### config.mk
export PLATFORM = sky130hd
export DESIGN_NAME = weighted_worker_load_balancer_unit
export DESIGN_NICKNAME = d
export VERILOG_FILES = /design/src/sv/wwlb_pkg.sv /design/src/sv/wwlb_div.sv /design/src/sv/wwlb_dp.sv /design/src/sv/wwlb_ctrl.sv /design/src/sv/weighted_worker_load_balancer_unit.sv
export SDC_FILE = /design/constraint.sdc
export NUM_CORES = 2
export LEC_CHECK = 0
export ABC_AREA = 1
export BUFFER_PORTS_ARGS = -buffer_cell sky130_fd_sc_hd__buf_2
export CORE_ASPECT_RATIO = 0.5
export CORE_MARGIN = 1.5
export CORE_UTILIZATION = 55
export DETAILED_ROUTE_END_ITERATION = 10
export PLACE_DENSITY_LB_ADDON = 0.2
export SYNTH_ARGS = -nofsm -noshare
export SYNTH_HDL_FRONTEND = slang
export SYNTH_SLANG_ARGS = --single-unit
### constraint.sdc
create_clock -name clk_i -period 20.1 [get_ports clk_i]
set_clock_uncertainty 0.2 [all_clocks]
set_input_delay 2.01 -clock clk_i [delete_from_list [all_inputs] [get_ports clk_i]]
set_output_delay 2.01 -clock clk_i [all_outputs]
set_load 0.005 [all_outputs]
### src/sv/wwlb_pkg.sv
// shared constants, op codes and control structs for the load balancer
// no dependencies
package wwlb_pkg;

  localparam int NumWorkers = 8;
  localparam int IdxW       = 3;
  localparam int NumW       = 4;
  localparam int DivW       = 32;
  localparam int DivStepW   = 5;

  localparam logic [1:0] CMD_ATTACH = 2'd0;
  localparam logic [1:0] CMD_DETACH = 2'd1;
  localparam logic [1:0] CMD_PUT    = 2'd2;

  localparam logic [3:0] OP_NONE     = 4'd0;
  localparam logic [3:0] OP_LOAD     = 4'd1;
  localparam logic [3:0] OP_DECODE   = 4'd2;
  localparam logic [3:0] OP_ATT_SCAN = 4'd3;
  localparam logic [3:0] OP_ATT_UPD  = 4'd4;
  localparam logic [3:0] OP_AVG_WR   = 4'd5;
  localparam logic [3:0] OP_DET_UPD  = 4'd6;
  localparam logic [3:0] OP_DET_SCAN = 4'd7;
  localparam logic [3:0] OP_DET_CRD  = 4'd8;
  localparam logic [3:0] OP_PUT_CHK  = 4'd9;
  localparam logic [3:0] OP_PUT_SCAN = 4'd10;
  localparam logic [3:0] OP_PUT_SRC  = 4'd11;
  localparam logic [3:0] OP_PUT_DST  = 4'd12;
  localparam logic [3:0] OP_PUT_STAY = 4'd13;
  localparam logic [3:0] OP_PUT_CRD  = 4'd14;

  typedef struct packed {
    logic [3:0] op;
  } dp_cmd_t;

  typedef struct packed {
    logic [1:0] cmd;
    logic       w_bad;
    logic       n_zero;
    logic       idx_end;
    logic       det_hit;
    logic       put_go;
    logic       put_move;
    logic       rb;
    logic       div_busy;
  } dp_sts_t;

endpackage

### src/sv/wwlb_div.sv
// iterative restoring divider, one quotient bit per cycle
// uses wwlb_pkg; a zero divisor yields a zero quotient
module wwlb_div (
  input  logic                     clk_i,
  input  logic                     rst_ni,
  input  logic                     start_i,
  input  logic [wwlb_pkg::DivW-1:0] num_i,
  input  logic [wwlb_pkg::DivW-1:0] den_i,
  output logic                     busy_o,
  output logic [wwlb_pkg::DivW-1:0] quo_o
);

  logic                          busy_q, busy_d;
  logic [wwlb_pkg::DivStepW-1:0] step_q, step_d;
  logic [wwlb_pkg::DivW-1:0]     rem_q, rem_d, quo_q, quo_d, den_q, den_d;
  logic                          zero_q, zero_d;
  logic [wwlb_pkg::DivW:0]       rem_sh, diff;

  always_comb begin
    busy_d = busy_q;
    step_d = step_q;
    rem_d  = rem_q;
    quo_d  = quo_q;
    den_d  = den_q;
    zero_d = zero_q;
    rem_sh = {rem_q, quo_q[wwlb_pkg::DivW-1]};
    diff   = rem_sh - {1'b0, den_q};
    if (start_i) begin
      busy_d = 1'b1;
      step_d = '0;
      rem_d  = '0;
      quo_d  = num_i;
      den_d  = den_i;
      zero_d = (den_i == '0);
    end else if (busy_q) begin
      if (rem_sh >= {1'b0, den_q}) begin
        rem_d = diff[wwlb_pkg::DivW-1:0];
        quo_d = {quo_q[wwlb_pkg::DivW-2:0], 1'b1};
      end else begin
        rem_d = rem_sh[wwlb_pkg::DivW-1:0];
        quo_d = {quo_q[wwlb_pkg::DivW-2:0], 1'b0};
      end
      step_d = step_q + 1'b1;
      if (step_q == '1) begin
        busy_d = 1'b0;
      end
    end
  end

  always_ff @(posedge clk_i or negedge rst_ni) begin
    if (!rst_ni) begin
      busy_q <= 1'b0;
      step_q <= '0;
    end else begin
      busy_q <= busy_d;
      step_q <= step_d;
    end
  end

  always_ff @(posedge clk_i) begin
    rem_q  <= rem_d;
    quo_q  <= quo_d;
    den_q  <= den_d;
    zero_q <= zero_d;
  end

  assign busy_o = busy_q;
  assign quo_o  = zero_q ? '0 : quo_q;

endmodule

### src/sv/wwlb_dp.sv
// datapath: per-worker tables, scan index, task registers and the divider
// uses wwlb_pkg and wwlb_div; driven by ops from wwlb_ctrl
module wwlb_dp (
  input  logic              clk_i,
  input  logic              rst_ni,
  input  wwlb_pkg::dp_cmd_t cmd_i,
  output wwlb_pkg::dp_sts_t sts_o,
  input  logic              cfg_we_i,
  input  logic [3:0]        cfg_wdata_i,
  input  logic [1:0]        command_i,
  input  logic [2:0]        worker_i,
  input  logic [15:0]       task_weight_i,
  input  logic [15:0]       task_smooth_weight_i,
  input  logic [15:0]       new_smooth_weight_i,
  input  logic              task_rebalance_i,
  output logic              status_o,
  output logic [2:0]        target_worker_o,
  output logic              moved_o,
  output logic [15:0]       task_weight_out_o,
  output logic [15:0]       task_smooth_weight_out_o,
  output logic              task_rebalance_out_o
);

  localparam int IW = wwlb_pkg::IdxW;
  localparam int NW = wwlb_pkg::NumW;

  logic [31:0] tot_q [wwlb_pkg::NumWorkers];
  logic [15:0] cnt_q [wwlb_pkg::NumWorkers];
  logic [31:0] avg_q [wwlb_pkg::NumWorkers];
  logic [15:0] crd_q [wwlb_pkg::NumWorkers];
  logic [3:0]  act_q;

  logic [1:0]    cmd_q;
  logic [IW-1:0] w_q, best_q, aidx_q, target_q;
  logic [15:0]   wt_q, sw_q, nsw_q;
  logic          rb_q, status_q, moved_q;
  logic [32:0]   best_tot_q;
  logic [31:0]   wtot_q;
  logic [NW-1:0] idx_q;

  logic [NW-1:0] n;
  logic [IW-1:0] rd_addr;
  logic [31:0]   rd_tot, rd_avg;
  logic [15:0]   rd_cnt, rd_crd;
  logic          div_start, div_busy;
  logic [31:0]   div_num, div_den, div_quo;
  logic [16:0]   delta;
  logic [32:0]   sum_scan, need, crd_sum;
  logic [31:0]   rb_tot;

  assign n = (act_q > 4'(wwlb_pkg::NumWorkers)) ? NW'(wwlb_pkg::NumWorkers) : act_q;

  always_comb begin
    case (cmd_i.op)
      wwlb_pkg::OP_ATT_SCAN, wwlb_pkg::OP_DET_SCAN,
      wwlb_pkg::OP_DET_CRD, wwlb_pkg::OP_PUT_SCAN: rd_addr = idx_q[IW-1:0];
      wwlb_pkg::OP_ATT_UPD, wwlb_pkg::OP_PUT_DST:  rd_addr = best_q;
      default:                                     rd_addr = w_q;
    endcase
  end

  assign rd_tot = tot_q[rd_addr];
  assign rd_cnt = cnt_q[rd_addr];
  assign rd_avg = avg_q[rd_addr];
  assign rd_crd = crd_q[rd_addr];

  assign delta    = (nsw_q > wt_q) ? {1'b0, nsw_q} - {1'b0, wt_q}
                                   : {1'b0, wt_q} - {1'b0, nsw_q};
  assign sum_scan = {17'd0, wt_q} + {1'b0, rd_tot};
  assign need     = {1'b0, rd_avg} + {1'b0, wtot_q};
  assign crd_sum  = {17'd0, rd_crd} + {1'b0, div_quo};
  assign rb_tot   = rd_tot - {16'd0, wt_q} + {16'd0, sw_q};

  assign sts_o.cmd      = cmd_q;
  assign sts_o.w_bad    = ({1'b0, w_q} >= n);
  assign sts_o.n_zero   = (n == '0);
  assign sts_o.idx_end  = (idx_q >= n);
  assign sts_o.det_hit  = (rd_addr != w_q) && (rd_avg != '0) && ({1'b0, rd_tot} >= need);
  assign sts_o.put_go   = (rd_crd != '0) || rb_q;
  assign sts_o.put_move = (best_q != w_q);
  assign sts_o.rb       = rb_q;
  assign sts_o.div_busy = div_busy;

  always_comb begin
    div_start = 1'b0;
    div_num   = rd_tot;
    div_den   = {16'd0, rd_cnt};
    case (cmd_i.op)
      wwlb_pkg::OP_ATT_UPD: begin
        div_start = 1'b1;
        div_num   = rd_tot + {16'd0, wt_q};
        div_den   = {16'd0, rd_cnt + 16'd1};
      end
      wwlb_pkg::OP_DET_UPD, wwlb_pkg::OP_PUT_SRC: begin
        div_start = 1'b1;
        div_num   = rd_tot - {16'd0, wt_q};
        div_den   = {16'd0, rd_cnt - 16'd1};
      end
      wwlb_pkg::OP_DET_SCAN: begin
        div_start = !sts_o.idx_end && sts_o.det_hit;
        div_num   = rd_tot - wtot_q;
        div_den   = rd_avg;
      end
      wwlb_pkg::OP_PUT_DST: begin
        div_start = 1'b1;
        div_num   = best_tot_q[31:0];
        div_den   = {16'd0, rd_cnt + 16'd1};
      end
      wwlb_pkg::OP_PUT_STAY: begin
        div_start = rb_q;
      end
      default: begin
        div_start = 1'b0;
      end
    endcase
  end

  wwlb_div u_div (
    .clk_i   (clk_i),
    .rst_ni  (rst_ni),
    .start_i (div_start),
    .num_i   (div_num),
    .den_i   (div_den),
    .busy_o  (div_busy),
    .quo_o   (div_quo)
  );

  // worker tables and configuration
  always_ff @(posedge clk_i or negedge rst_ni) begin
    if (!rst_ni) begin
      for (int i = 0; i < wwlb_pkg::NumWorkers; i++) begin
        tot_q[i] <= '0;
        cnt_q[i] <= '0;
        avg_q[i] <= '0;
        crd_q[i] <= '0;
      end
      act_q <= 4'd1;
    end else begin
      if (cfg_we_i) begin
        act_q <= cfg_wdata_i;
      end
      case (cmd_i.op)
        wwlb_pkg::OP_ATT_UPD: begin
          tot_q[rd_addr] <= rd_tot + {16'd0, wt_q};
          cnt_q[rd_addr] <= rd_cnt + 16'd1;
        end
        wwlb_pkg::OP_AVG_WR: begin
          avg_q[aidx_q] <= div_quo;
        end
        wwlb_pkg::OP_DET_UPD: begin
          tot_q[rd_addr] <= rd_tot - {16'd0, wt_q};
          cnt_q[rd_addr] <= rd_cnt - 16'd1;
        end
        wwlb_pkg::OP_DET_CRD: begin
          crd_q[rd_addr] <= (crd_sum >= {17'd0, rd_cnt}) ? rd_cnt : crd_sum[15:0];
        end
        wwlb_pkg::OP_PUT_CHK: begin
          if (rb_q && sts_o.put_go) begin
            tot_q[rd_addr] <= rb_tot;
          end
        end
        wwlb_pkg::OP_PUT_SRC: begin
          tot_q[rd_addr] <= rd_tot - {16'd0, wt_q};
          cnt_q[rd_addr] <= rd_cnt - 16'd1;
          if (rd_crd != '0) begin
            crd_q[rd_addr] <= rd_crd - 16'd1;
          end
        end
        wwlb_pkg::OP_PUT_DST: begin
          tot_q[rd_addr] <= best_tot_q[31:0];
          cnt_q[rd_addr] <= rd_cnt + 16'd1;
        end
        wwlb_pkg::OP_PUT_CRD: begin
          if ({16'd0, wt_q} <= rd_avg) begin
            crd_q[rd_addr] <= '0;
          end
        end
        default: begin
        end
      endcase
    end
  end

  // task and scan registers
  always_ff @(posedge clk_i) begin
    case (cmd_i.op)
      wwlb_pkg::OP_LOAD: begin
        cmd_q <= command_i;
        w_q   <= worker_i;
        wt_q  <= task_weight_i;
        sw_q  <= task_smooth_weight_i;
        nsw_q <= new_smooth_weight_i;
        rb_q  <= task_rebalance_i;
      end
      wwlb_pkg::OP_DECODE: begin
        status_q   <= ((cmd_q == wwlb_pkg::CMD_ATTACH) && sts_o.n_zero) ||
                      ((cmd_q == wwlb_pkg::CMD_DETACH || cmd_q == wwlb_pkg::CMD_PUT) &&
                       sts_o.w_bad);
        target_q   <= (cmd_q == wwlb_pkg::CMD_ATTACH) ? '0 : w_q;
        moved_q    <= 1'b0;
        best_q     <= '0;
        best_tot_q <= '1;
        idx_q      <= '0;
        wtot_q     <= rd_tot;
        if (cmd_q == wwlb_pkg::CMD_PUT && !sts_o.w_bad && sw_q != nsw_q) begin
          sw_q <= nsw_q;
          rb_q <= (delta >= {4'd0, wt_q[15:3]});
        end
      end
      wwlb_pkg::OP_ATT_SCAN: begin
        if (!sts_o.idx_end) begin
          if ({1'b0, rd_tot} < best_tot_q) begin
            best_q     <= rd_addr;
            best_tot_q <= {1'b0, rd_tot};
          end
          idx_q <= idx_q + 1'b1;
        end
      end
      wwlb_pkg::OP_ATT_UPD: begin
        target_q <= rd_addr;
        aidx_q   <= rd_addr;
      end
      wwlb_pkg::OP_DET_UPD: begin
        wtot_q <= rd_tot - {16'd0, wt_q};
        aidx_q <= rd_addr;
      end
      wwlb_pkg::OP_DET_SCAN: begin
        if (!sts_o.idx_end && !sts_o.det_hit) begin
          idx_q <= idx_q + 1'b1;
        end
      end
      wwlb_pkg::OP_DET_CRD: begin
        idx_q <= idx_q + 1'b1;
      end
      wwlb_pkg::OP_PUT_CHK: begin
        best_q <= w_q;
        idx_q  <= '0;
        if (rb_q) begin
          wt_q       <= sw_q;
          wtot_q     <= rb_tot;
          best_tot_q <= {1'b0, rb_tot};
        end else begin
          best_tot_q <= {1'b0, rd_tot};
        end
      end
      wwlb_pkg::OP_PUT_SCAN: begin
        if (!sts_o.idx_end) begin
          if (rd_addr != w_q && sum_scan < best_tot_q) begin
            best_q     <= rd_addr;
            best_tot_q <= sum_scan;
          end
          idx_q <= idx_q + 1'b1;
        end
      end
      wwlb_pkg::OP_PUT_SRC: begin
        aidx_q   <= rd_addr;
        rb_q     <= 1'b0;
        target_q <= best_q;
        moved_q  <= 1'b1;
      end
      wwlb_pkg::OP_PUT_DST: begin
        aidx_q <= rd_addr;
      end
      wwlb_pkg::OP_PUT_STAY: begin
        aidx_q <= rd_addr;
        rb_q   <= 1'b0;
      end
      default: begin
      end
    endcase
  end

  assign status_o                 = status_q;
  assign target_worker_o          = target_q;
  assign moved_o                  = moved_q;
  assign task_weight_out_o        = wt_q;
  assign task_smooth_weight_out_o = sw_q;
  assign task_rebalance_out_o     = rb_q;

endmodule

### src/sv/wwlb_ctrl.sv
// controller: sequences scans, table updates and divides for one beat
// uses wwlb_pkg; talks to wwlb_dp through dp_cmd_t and dp_sts_t
module wwlb_ctrl (
  input  logic              clk_i,
  input  logic              rst_ni,
  input  logic              in_valid_i,
  output logic              in_stall_o,
  output logic              out_valid_o,
  input  logic              out_stall_i,
  output wwlb_pkg::dp_cmd_t cmd_o,
  input  wwlb_pkg::dp_sts_t sts_i
);

  localparam logic [3:0] S_IDLE     = 4'd0;
  localparam logic [3:0] S_DEC      = 4'd1;
  localparam logic [3:0] S_ATT_SCAN = 4'd2;
  localparam logic [3:0] S_ATT_UPD  = 4'd3;
  localparam logic [3:0] S_WAIT     = 4'd4;
  localparam logic [3:0] S_WAIT_AMT = 4'd5;
  localparam logic [3:0] S_DET_UPD  = 4'd6;
  localparam logic [3:0] S_DET_SCAN = 4'd7;
  localparam logic [3:0] S_DET_CRD  = 4'd8;
  localparam logic [3:0] S_PUT_CHK  = 4'd9;
  localparam logic [3:0] S_PUT_SCAN = 4'd10;
  localparam logic [3:0] S_PUT_SRC  = 4'd11;
  localparam logic [3:0] S_PUT_DST  = 4'd12;
  localparam logic [3:0] S_PUT_STAY = 4'd13;
  localparam logic [3:0] S_PUT_CRD  = 4'd14;
  localparam logic [3:0] S_OUT      = 4'd15;

  logic [3:0] state_q, state_d, ret_q, ret_d;

  always_comb begin
    state_d   = state_q;
    ret_d     = ret_q;
    cmd_o.op  = wwlb_pkg::OP_NONE;
    case (state_q)
      S_IDLE: begin
        if (in_valid_i) begin
          cmd_o.op = wwlb_pkg::OP_LOAD;
          state_d  = S_DEC;
        end
      end
      S_DEC: begin
        cmd_o.op = wwlb_pkg::OP_DECODE;
        case (sts_i.cmd)
          wwlb_pkg::CMD_ATTACH: state_d = sts_i.n_zero ? S_OUT : S_ATT_SCAN;
          wwlb_pkg::CMD_DETACH: state_d = sts_i.w_bad ? S_OUT : S_DET_UPD;
          wwlb_pkg::CMD_PUT:    state_d = sts_i.w_bad ? S_OUT : S_PUT_CHK;
          default:              state_d = S_OUT;
        endcase
      end
      S_ATT_SCAN: begin
        cmd_o.op = wwlb_pkg::OP_ATT_SCAN;
        if (sts_i.idx_end) begin
          state_d = S_ATT_UPD;
        end
      end
      S_ATT_UPD: begin
        cmd_o.op = wwlb_pkg::OP_ATT_UPD;
        ret_d    = S_OUT;
        state_d  = S_WAIT;
      end
      S_WAIT: begin
        if (!sts_i.div_busy) begin
          cmd_o.op = wwlb_pkg::OP_AVG_WR;
          state_d  = ret_q;
        end
      end
      S_WAIT_AMT: begin
        if (!sts_i.div_busy) begin
          state_d = S_DET_CRD;
        end
      end
      S_DET_UPD: begin
        cmd_o.op = wwlb_pkg::OP_DET_UPD;
        ret_d    = S_DET_SCAN;
        state_d  = S_WAIT;
      end
      S_DET_SCAN: begin
        cmd_o.op = wwlb_pkg::OP_DET_SCAN;
        if (sts_i.idx_end) begin
          state_d = S_OUT;
        end else if (sts_i.det_hit) begin
          state_d = S_WAIT_AMT;
        end
      end
      S_DET_CRD: begin
        cmd_o.op = wwlb_pkg::OP_DET_CRD;
        state_d  = S_DET_SCAN;
      end
      S_PUT_CHK: begin
        cmd_o.op = wwlb_pkg::OP_PUT_CHK;
        state_d  = sts_i.put_go ? S_PUT_SCAN : S_OUT;
      end
      S_PUT_SCAN: begin
        cmd_o.op = wwlb_pkg::OP_PUT_SCAN;
        if (sts_i.idx_end) begin
          state_d = sts_i.put_move ? S_PUT_SRC : S_PUT_STAY;
        end
      end
      S_PUT_SRC: begin
        cmd_o.op = wwlb_pkg::OP_PUT_SRC;
        ret_d    = S_PUT_DST;
        state_d  = S_WAIT;
      end
      S_PUT_DST: begin
        cmd_o.op = wwlb_pkg::OP_PUT_DST;
        ret_d    = S_OUT;
        state_d  = S_WAIT;
      end
      S_PUT_STAY: begin
        cmd_o.op = wwlb_pkg::OP_PUT_STAY;
        ret_d    = S_PUT_CRD;
        state_d  = sts_i.rb ? S_WAIT : S_PUT_CRD;
      end
      S_PUT_CRD: begin
        cmd_o.op = wwlb_pkg::OP_PUT_CRD;
        state_d  = S_OUT;
      end
      S_OUT: begin
        if (!out_stall_i) begin
          state_d = S_IDLE;
        end
      end
      default: begin
        state_d = S_IDLE;
      end
    endcase
  end

  always_ff @(posedge clk_i or negedge rst_ni) begin
    if (!rst_ni) begin
      state_q <= S_IDLE;
      ret_q   <= S_OUT;
    end else begin
      state_q <= state_d;
      ret_q   <= ret_d;
    end
  end

  assign in_stall_o  = (state_q != S_IDLE);
  assign out_valid_o = (state_q == S_OUT);

endmodule

### src/sv/weighted_worker_load_balancer_unit.sv
// top level of the weighted worker load balancer
// uses wwlb_pkg, wwlb_ctrl, wwlb_dp (with wwlb_div)
//
//   channel   handshake               payload
//   input     in_valid_i / in_stall_o  command, worker, task fields
//   output    out_valid_o / out_stall_i status, target, moved, task fields
//   config    cfg_we_i                 cfg_wdata_i (active_workers)
//
// one beat at a time; detach waits on one more divide per credited worker
// each average or credit amount uses the shared divider
// reset clears all worker tables and sets active_workers to 1
// in_stall_o is high from accept until the result beat is taken
module weighted_worker_load_balancer_unit (
  input  logic        clk_i,
  input  logic        rst_ni,
  input  logic        cfg_we_i,
  input  logic [3:0]  cfg_wdata_i,
  input  logic        in_valid_i,
  output logic        in_stall_o,
  input  logic [1:0]  command_i,
  input  logic [2:0]  worker_i,
  input  logic [15:0] task_weight_i,
  input  logic [15:0] task_smooth_weight_i,
  input  logic [15:0] new_smooth_weight_i,
  input  logic        task_rebalance_i,
  output logic        out_valid_o,
  input  logic        out_stall_i,
  output logic        status_o,
  output logic [2:0]  target_worker_o,
  output logic        moved_o,
  output logic [15:0] task_weight_out_o,
  output logic [15:0] task_smooth_weight_out_o,
  output logic        task_rebalance_out_o
);

  wwlb_pkg::dp_cmd_t dp_cmd;
  wwlb_pkg::dp_sts_t dp_sts;

  wwlb_ctrl u_ctrl (
    .clk_i       (clk_i),
    .rst_ni      (rst_ni),
    .in_valid_i  (in_valid_i),
    .in_stall_o  (in_stall_o),
    .out_valid_o (out_valid_o),
    .out_stall_i (out_stall_i),
    .cmd_o       (dp_cmd),
    .sts_i       (dp_sts)
  );

  wwlb_dp u_dp (
    .clk_i                    (clk_i),
    .rst_ni                   (rst_ni),
    .cmd_i                    (dp_cmd),
    .sts_o                    (dp_sts),
    .cfg_we_i                 (cfg_we_i),
    .cfg_wdata_i              (cfg_wdata_i),
    .command_i                (command_i),
    .worker_i                 (worker_i),
    .task_weight_i            (task_weight_i),
    .task_smooth_weight_i     (task_smooth_weight_i),
    .new_smooth_weight_i      (new_smooth_weight_i),
    .task_rebalance_i         (task_rebalance_i),
    .status_o                 (status_o),
    .target_worker_o          (target_worker_o),
    .moved_o                  (moved_o),
    .task_weight_out_o        (task_weight_out_o),
    .task_smooth_weight_out_o (task_smooth_weight_out_o),
    .task_rebalance_out_o     (task_rebalance_out_o)
  );

endmodule

# Word-level counts from Yosys, hierarchy flattened
# Index checks and enable logic that the tools add are counted.
[totals]
regBits = 1017
latch_bits = 0
mem_bits_rw = 0
rom_bits = 0
input_bits = 63
mem_count = 0
[classes]
n_addsub = 15
n_mul = 0
div_mod_pow = 0
n_lt_le_gt_ge = 15
n_eq_ne = 53
n_shift = 0
muxes = 95
bitwise = 4
reduce_logical = 57
[ops]
columns = ["op", "count"]
rows = [
  ["256-bit bitwise mux", 5],
  ["256-bit case mux with 4 select lines", 1],
  ["128-bit bitwise mux", 4],
  ["32-bit two-way mux", 12],
  ["128-bit case mux with 3 select lines", 1],
  ["128-bit two-way mux", 2],
  ["256-bit two-way mux", 1],
  ["128-bit case mux with 2 select lines", 1],
  ["32-bit binary-select mux with 3-bit select", 2],
  ["32-bit demux with 3-bit select", 2],
  ["32-bit case mux with 3 select lines", 2],
  ["33-bit two-way mux", 4],
  ["33-bit case mux with 4 select lines", 1],
  ["128-bit bitwise AND", 1],
  ["16-bit two-way mux", 8],
  ["128-bit inverter", 1],
  ["32-bit case mux with 4 select lines", 1],
  ["16-bit binary-select mux with 3-bit select", 2],
  ["16-bit by 32-bit adder with 33-bit output", 2],
  ["32-bit by 16-bit adder with 32-bit output", 2],
  ["16-bit case mux with 2 select lines", 2],
  ["32-bit subtractor", 2],
  ["4-bit == test, second input constant", 15],
  ["4-bit two-way mux", 14],
  ["64 further kinds", 151],
]

# Logic depth before layout (Yosys ltp)
[depth]
word_depth = 16
ltp_mapped = 52

# Modules after synthesis
# Synthesis repeated with hierarchy kept, for this count alone.
[hier_totals]
hier_cells = 10321
area_unflattened_um2 = 72530.8
[by_module_without_submodules]
columns = ["mod", "instances", "cells_per_inst", "area_per_inst_um2", "seq_area_each_um2"]
rows = [
  ["wwlb_dp", 1, 9162, 64758.4, 23343.6],
  ["wwlb_div", 1, 1031, 7055.5, 2742.6],
  ["wwlb_ctrl", 1, 128, 716.9, 178.9],
]

# Least setup slack after synthesis
# Ideal clock, no wire load.
[synth_path]
kind = "reg-to-reg"
start = "reg u_ctrl.state_q[1]"
end = "reg u_dp.best_q[0], enable pin"
arrival_ns = 7.931
required_ns = 19.471
setup_slack_ns = 11.540
path_stages_with_launch = 50
n_path_buf = 8
period_less_slack_ns = 8.560
path_cell_list = "dfrtp_1 > buf_4 > nor2_1 > nand2_1 > nand3_2 > nand2_1 > nand3_4 > nand2_4 > buf_8 > buf_8 > nand2_2 > buf_6 > buf_6 > buf_2 > buf_1 > o22ai_1 > a221oi_1 > nand2_1 > [... 14 more ...] > nand2_1 > a21boi_0 > o21ai_0 > nand2_1 > inv_1 > nand3_1 > nor2_1 > nand2_1 > xor2_1 > clkbuf_1 > ha_1 > a21oi_1 > o21ai_0 > nand2_1 > o211ai_1 > o31ai_1 > o211ai_1 > nor2_1"
[synth_between]
elab_chain_cells = 14
[synth_lines]
columns = ["item", "line", "text"]
rows = [
  ["from (decl)", "wwlb_ctrl.sv:31", "logic [3:0] state_q, state_d, ret_q, ret_d;"],
  ["from (signal assigned)", "wwlb_ctrl.sv:137", "state_q <= state_d;"],
  ["4-bit == test, or another cell as far along", "wwlb_ctrl.sv:37", "case (state_q)"],
  ["4-bit case mux with 14 select lines (*)", "wwlb_ctrl.sv:37", ""],
  ["4-bit == test, or another cell as far along", "wwlb_dp.sv:54", "case (cmd_i.op)"],
  ["4-bit OR reduction or 2-bit OR reduction (tied branches)", "n/a", ""],
  ["3-bit case mux with 2 select lines", "wwlb_dp.sv:54", ""],
  ["3-bit inverter with 4-bit output (implied by the code)", "wwlb_dp.sv:62", "assign rd_tot = tot_q[rd_addr];"],
  ["32-bit binary-select mux with 3-bit select", "wwlb_dp.sv:62", ""],
  ["32-bit two-way mux (implied by the code) (2 in series)", "wwlb_dp.sv:62", ""],
  ["16-bit by 32-bit adder with 33-bit output", "wwlb_dp.sv:69", "assign sum_scan = {17'd0, wt_q} + {1'b0, rd_tot};"],
  ["33-bit < comparator", "wwlb_dp.sv:248", "if (rd_addr != w_q && sum_scan < best_tot_q) begin"],
  ["1-bit logical AND", "wwlb_dp.sv:248", ""],
  ["2-bit by 1-bit inequality test with 1-bit output (no line)", "n/a", ""],
  ["5-bit AND reduction (no line) (*)", "n/a", ""],
  ["to (signal assigned)", "wwlb_dp.sv:213", "best_q <= rd_addr;"],
  ["to (signal assigned)", "wwlb_dp.sv:236", "best_q <= w_q;"],
  ["to (signal assigned)", "wwlb_dp.sv:249", "best_q <= rd_addr;"],
  ["to (decl)", "wwlb_dp.sv:34", "logic [IW-1:0] w_q, best_q, aidx_q, target_q;"],
]
# Every way passes the cells marked *; elsewhere a longest branch is shown, timed or not. The select of a mux whose other input is x is not followed.
# A chain may end at the register's enable or synchronous reset.

# Worst setup path after layout
[layout_path]
start = "reg u_ctrl.state_q[1]"
end = "reg u_dp.u_div.den_q[10] (netlist name), enable pin"
[layout_between]
elab_chain_cells = 14
[layout_lines]
columns = ["item", "line", "text"]
rows = [
  ["4-bit == test, or another cell as far along", "wwlb_ctrl.sv:37", ""],
  ["4-bit case mux with 14 select lines (*)", "wwlb_ctrl.sv:37", ""],
  ["4-bit == test, or another cell as far along", "wwlb_dp.sv:54", ""],
  ["4-bit OR reduction or 2-bit OR reduction (tied branches)", "n/a", ""],
  ["3-bit case mux with 2 select lines", "wwlb_dp.sv:54", ""],
  ["3-bit inverter with 4-bit output (implied by the code)", "wwlb_dp.sv:62, wwlb_dp.sv:64", ""],
  ["32-bit binary-select mux with 3-bit select", "wwlb_dp.sv:64", "assign rd_avg = avg_q[rd_addr];"],
  ["32-bit two-way mux (implied by the code) (2 in series)", "wwlb_dp.sv:64", ""],
  ["32-bit by 32-bit adder with 33-bit output or 32-bit nonzero test (tied branches)", "wwlb_dp.sv:70, wwlb_dp.sv:78", ""],
  ["32-bit by 33-bit greater-or-equal comparator with 1-bit output or 1-bit logical AND (tied branches)", "wwlb_dp.sv:78", "assign sts_o.det_hit = (rd_addr != w_q) && (rd_avg != '0) && ({1'b0, rd_tot} >= need);"],
  ["1-bit logical AND", "wwlb_dp.sv:78", ""],
  ["1-bit logical AND", "wwlb_dp.sv:100", "div_start = !sts_o.idx_end && sts_o.det_hit;"],
  ["1-bit case mux with 3 select lines (*)", "wwlb_dp.sv:88", "case (cmd_i.op)"],
  ["to (signal assigned)", "wwlb_div.sv:63", "den_q <= den_d;"],
  ["to (decl)", "wwlb_div.sv:15", "logic [wwlb_pkg::DivW-1:0] rem_q, rem_d, quo_q, quo_d, den_q, den_d;"],
]
# Marks and branches as above.

==> results.rst <==
.. list-table::
   :header-rows: 1

   * - Metric
     - Value
   * - Post-CTS setup buffer count
     - 0
   * - Cells on Worst Hold Path
     - 2
   * - Crit. Startpoint
     - u_ctrl.state_q[1]
   * - CTS sink count
     - just over 1,000
   * - Core footprint
     - 0.1265 mm2
   * - Async S/R FF share, synth
     - about 77%
   * - Crit path required time
     - between 20,000 and 25,000 ps
   * - Share of final-layout standard cells stronger than drive strength 1
     - about 7%
   * - Initial antenna violation count
     - 16
   * - Total global routing track utilization
     - between 40 and 50%
   * - Deepest clock path buffer count
     - 3
   * - DRC
     - 0
   * - Detail-routed via count per cell
     - approximately 6.4
   * - Setup violations, final
     - 0
   * - Area added between synthesis and finish
     - 7.061%
   * - Synthesis warning total
     - 0
   * - Max-slew violation count
     - 0
   * - Status
     - complete, no violations
   * - Unique masters post-synth
     - 79
   * - Dominant cell type by area after synthesis
     - sky130_fd_sc_hd__dfrtp_1
   * - Leading cell types by count after synthesis
     - sky130_fd_sc_hd__nand2_1, sky130_fd_sc_hd__inv_1, sky130_fd_sc_hd__o21ai_0, sky130_fd_sc_hd__dfrtp_1, sky130_fd_sc_hd__nor2_1
   * - Post-cts hold buffer count
     - 0
   * - Full die area
     - between 0.1 and 0.15 mm2
   * - Gp weighted congestion
     - ~1.1
   * - Initial Utilization
     - between 50% and 60%
   * - Arrival time at the worst endpoint
     - approximately 13,000 ps
   * - Clock period minus worst slack
     - around 13,000 ps
   * - Number of buffers created by CTS
     - 98
   * - Root buf cell
     - sky130_fd_sc_hd__clkbuf_16
   * - Net Count, Synth
     - roughly 10,000
   * - Reg2reg start
     - u_ctrl.state_q[1]
   * - R2R cell count
     - 40
   * - Critical path startpoint category
     - flop
   * - Wire length of the first global-routing pass
     - roughly 430,000 um
   * - Setup repair after global routing missed its margin
     - false
   * - Post-Synthesis Cells
     - between 9,000 and 10,000
   * - Overall overflow remaining after global route
     - 0
   * - Dominant cells by area after synthesis
     - sky130_fd_sc_hd__dfrtp_1, sky130_fd_sc_hd__nand2_1, sky130_fd_sc_hd__edfxtp_1
   * - Master of the slowest instance on the critical path
     - sky130_fd_sc_hd__buf_4
   * - Delay of the slowest critical-path stage
     - roughly 740 ps
   * - Antenna Violating Nets Remaining
     - 0
   * - Total negative slack for setup checks
     - 0 ps
   * - Die extent in x
     - around 510 um
   * - Max H-tree Level
     - 3
   * - Number of endpoints with negative hold slack in the final report
     - 0
   * - CP Class
     - reg -> reg
   * - Clock latency at the later pin of the worst-skew pair
     - around 760 ps
   * - Vertical extent of the die
     - approximately 260 um
   * - Clock tree from TritonCTS
     - yes
   * - Top Ports
     - approximately 100
   * - Drt first-iter violations
     - approximately 12,000
   * - Number of synthesized flops with an enable pin
     - just under 200
   * - Post-Synthesis Cell Area
     - ~0.070 mm2
   * - Clock slew at reported path FFs
     - ~70 ps
   * - Proportion of netlist area held by the largest area contributor
     - around 28%
   * - Synthesized area per cell
     - ~7.2 um2
   * - Most common cell in the synthesized netlist
     - sky130_fd_sc_hd__nand2_1
   * - Core Rows
     - 92
   * - Kind of capture point of the worst setup path
     - flop
   * - Upper clock frequency limit
     - 0.07864 GHz
   * - Class of the worst hold path
     - reg -> reg
   * - Overall routed net length
     - 290,300 um
   * - Post-synthesis sequential element count
     - 1,016
   * - Count of buffers from port buffering
     - just over 100
   * - Drt first pass iters
     - 11
   * - Via count of the first global-routing pass
     - 66,269
   * - Worst Tran Pin Value
     - 1336 ps
   * - Maxcap violations
     - 0
   * - Highest net fanout along the worst path
     - a little over 70
   * - Worst slew margin relative to its limit
     - under 10%
   * - Number of nets at the end of the flow
     - 10,063
   * - Crit-path most repeated cell
     - sky130_fd_sc_hd__nand2_1
   * - Average detailed-routed wire length per instance
     - about 25 um
   * - CTS resizes
     - 0
   * - Register-to-register path setup slack
     - 7380 ps
   * - Capturing instance or port of the critical path
     - u_dp.u_div.den_q[10]
   * - Maximum number of pins on one net before global-route repair
     - ~170
   * - Via count
     - approximately 73,000
   * - Register area share after synthesis
     - a little under two fifths
   * - Detailed placer's ending HPWL
     - approximately 210,000 um
   * - Portion of the clock cycle consumed by the worst path in the final layout
     - between 60% and 70%
   * - Capturing point of the worst reg2reg path
     - u_dp.u_div.den_q[10]
   * - Synth Flop Type
     - sky130_fd_sc_hd__dfrtp_1
how the worst min path moves through the flow:
stage,endpoint,start,slack [ps]
2_1_floorplan,u_dp.u_div.rem_q[31],u_dp.u_div.rem_q[31],250
3_3_place_gp,u_dp.u_div.rem_q[31],u_dp.u_div.rem_q[31],260
3_5_place_dp,u_dp.u_div.rem_q[31],u_dp.u_div.rem_q[31],260
4_1_cts,u_dp.u_div.rem_q[31],u_dp.u_div.rem_q[31],270
5_1_grt,u_dp.u_div.rem_q[8],u_dp.u_div.rem_q[8],300
6_report,u_dp.u_div.rem_q[31],u_dp.u_div.rem_q[31],270
cell usage in the layout (no fill, tap or decap), drive strengths merged, types with 52 or more instances in the layout:
master  synthesis  routed
a21oi         686     686
buf           167     227
clkbuf        278     136
clkinv         24      52
dfrtp         781     781
edfxtp        199     199
ha            349     349
inv          1279    1287
nand2        2491    2491
nand3         541     541
nand4         148     148
nor2          757     757
nor3           55      55
o211ai        138     138
o21ai         892     892
o22ai         300     300
or2            61      61
xor2          123     123
layout make-up:
class,count,area (um2)
antenna,5,12.51
tap,1692,2117
multi-input combinational,6996,37320
inverter,1303,4902
fill,11926,51120
clock buffer,136,2820
clock inverter,46,456.7
sequential,1016,26270
timing repair buffer,227,1496
metal layers:
metal | up-vias | routed length, um | share of wire (%) | GRT usage [%]
li1 | 32323 | - | - | -
met1 | 34138 | 117900 | 41 | 61.86
met2 | 5383 | 114400 | 39 | 60.31
met3 | 900 | 43960 | 15 | 14.24
met4 | 18 | 13780 | 4.7 | 17.22
met5 | - | 188 | 0.065 | 0.1462
worst max-delay path: cells and delay by family (launching register included):
kind            cells  cell delay, ps
simple gates       17            5120
compound gates     13            3280
buf+inv             7            2370
fa+ha+maj           2             520
flops               1             510
xor+xnor            1             160
sequential cells by signal, summed over array words and instances (netlist names), 4 cells and up:
name,count
u_dp.u_div.den_q,32
u_dp.nsw_q,16
u_dp.task_weight_out_o,16
u_ctrl.state_q,4
u_dp.u_div.step_q,5
u_dp.tot_q,256
u_dp.cnt_q,128
u_dp.task_smooth_weight_out_o,16
u_dp.act_q,4
u_dp.u_div.rem_q,32
u_dp.crd_q,128
u_dp.wtot_q,32
u_dp.u_div.quo_q,32
u_dp.avg_q,256
u_dp.idx_q,4
u_dp.best_tot_q,33
per-stage QoR:
step           area, um2  worst slack [ps]  utilization (%)  hold slack [ps]  std cells
2_1_floorplan      70420             11540                -            245.3       9760
3_3_place_gp       72100              7710            56.99            258.4      11234
3_5_place_dp       72100              7694            56.99            261.0      11234
4_1_cts            75370              7672            59.58            270.3      11416
5_1_grt            75370              6531            59.58            301.3      11416
6_report           75390              7383            59.59            272.0      11421
logic make-up after synthesis:
kind of cell / after synthesis / synth area share, %
buf+inv: 1748 / 9.908
xor+xnor: 173 / 2.173
simple gates: 4112 / 24.85
flops: 1016 / 37.30
mux: 5 / 0.07640
compound gates: 2348 / 19.23
fa+ha+maj: 358 / 6.457
Power is not shown: default switching activity piles up to over one toggle a cycle in this logic, so the estimate is an artifact.
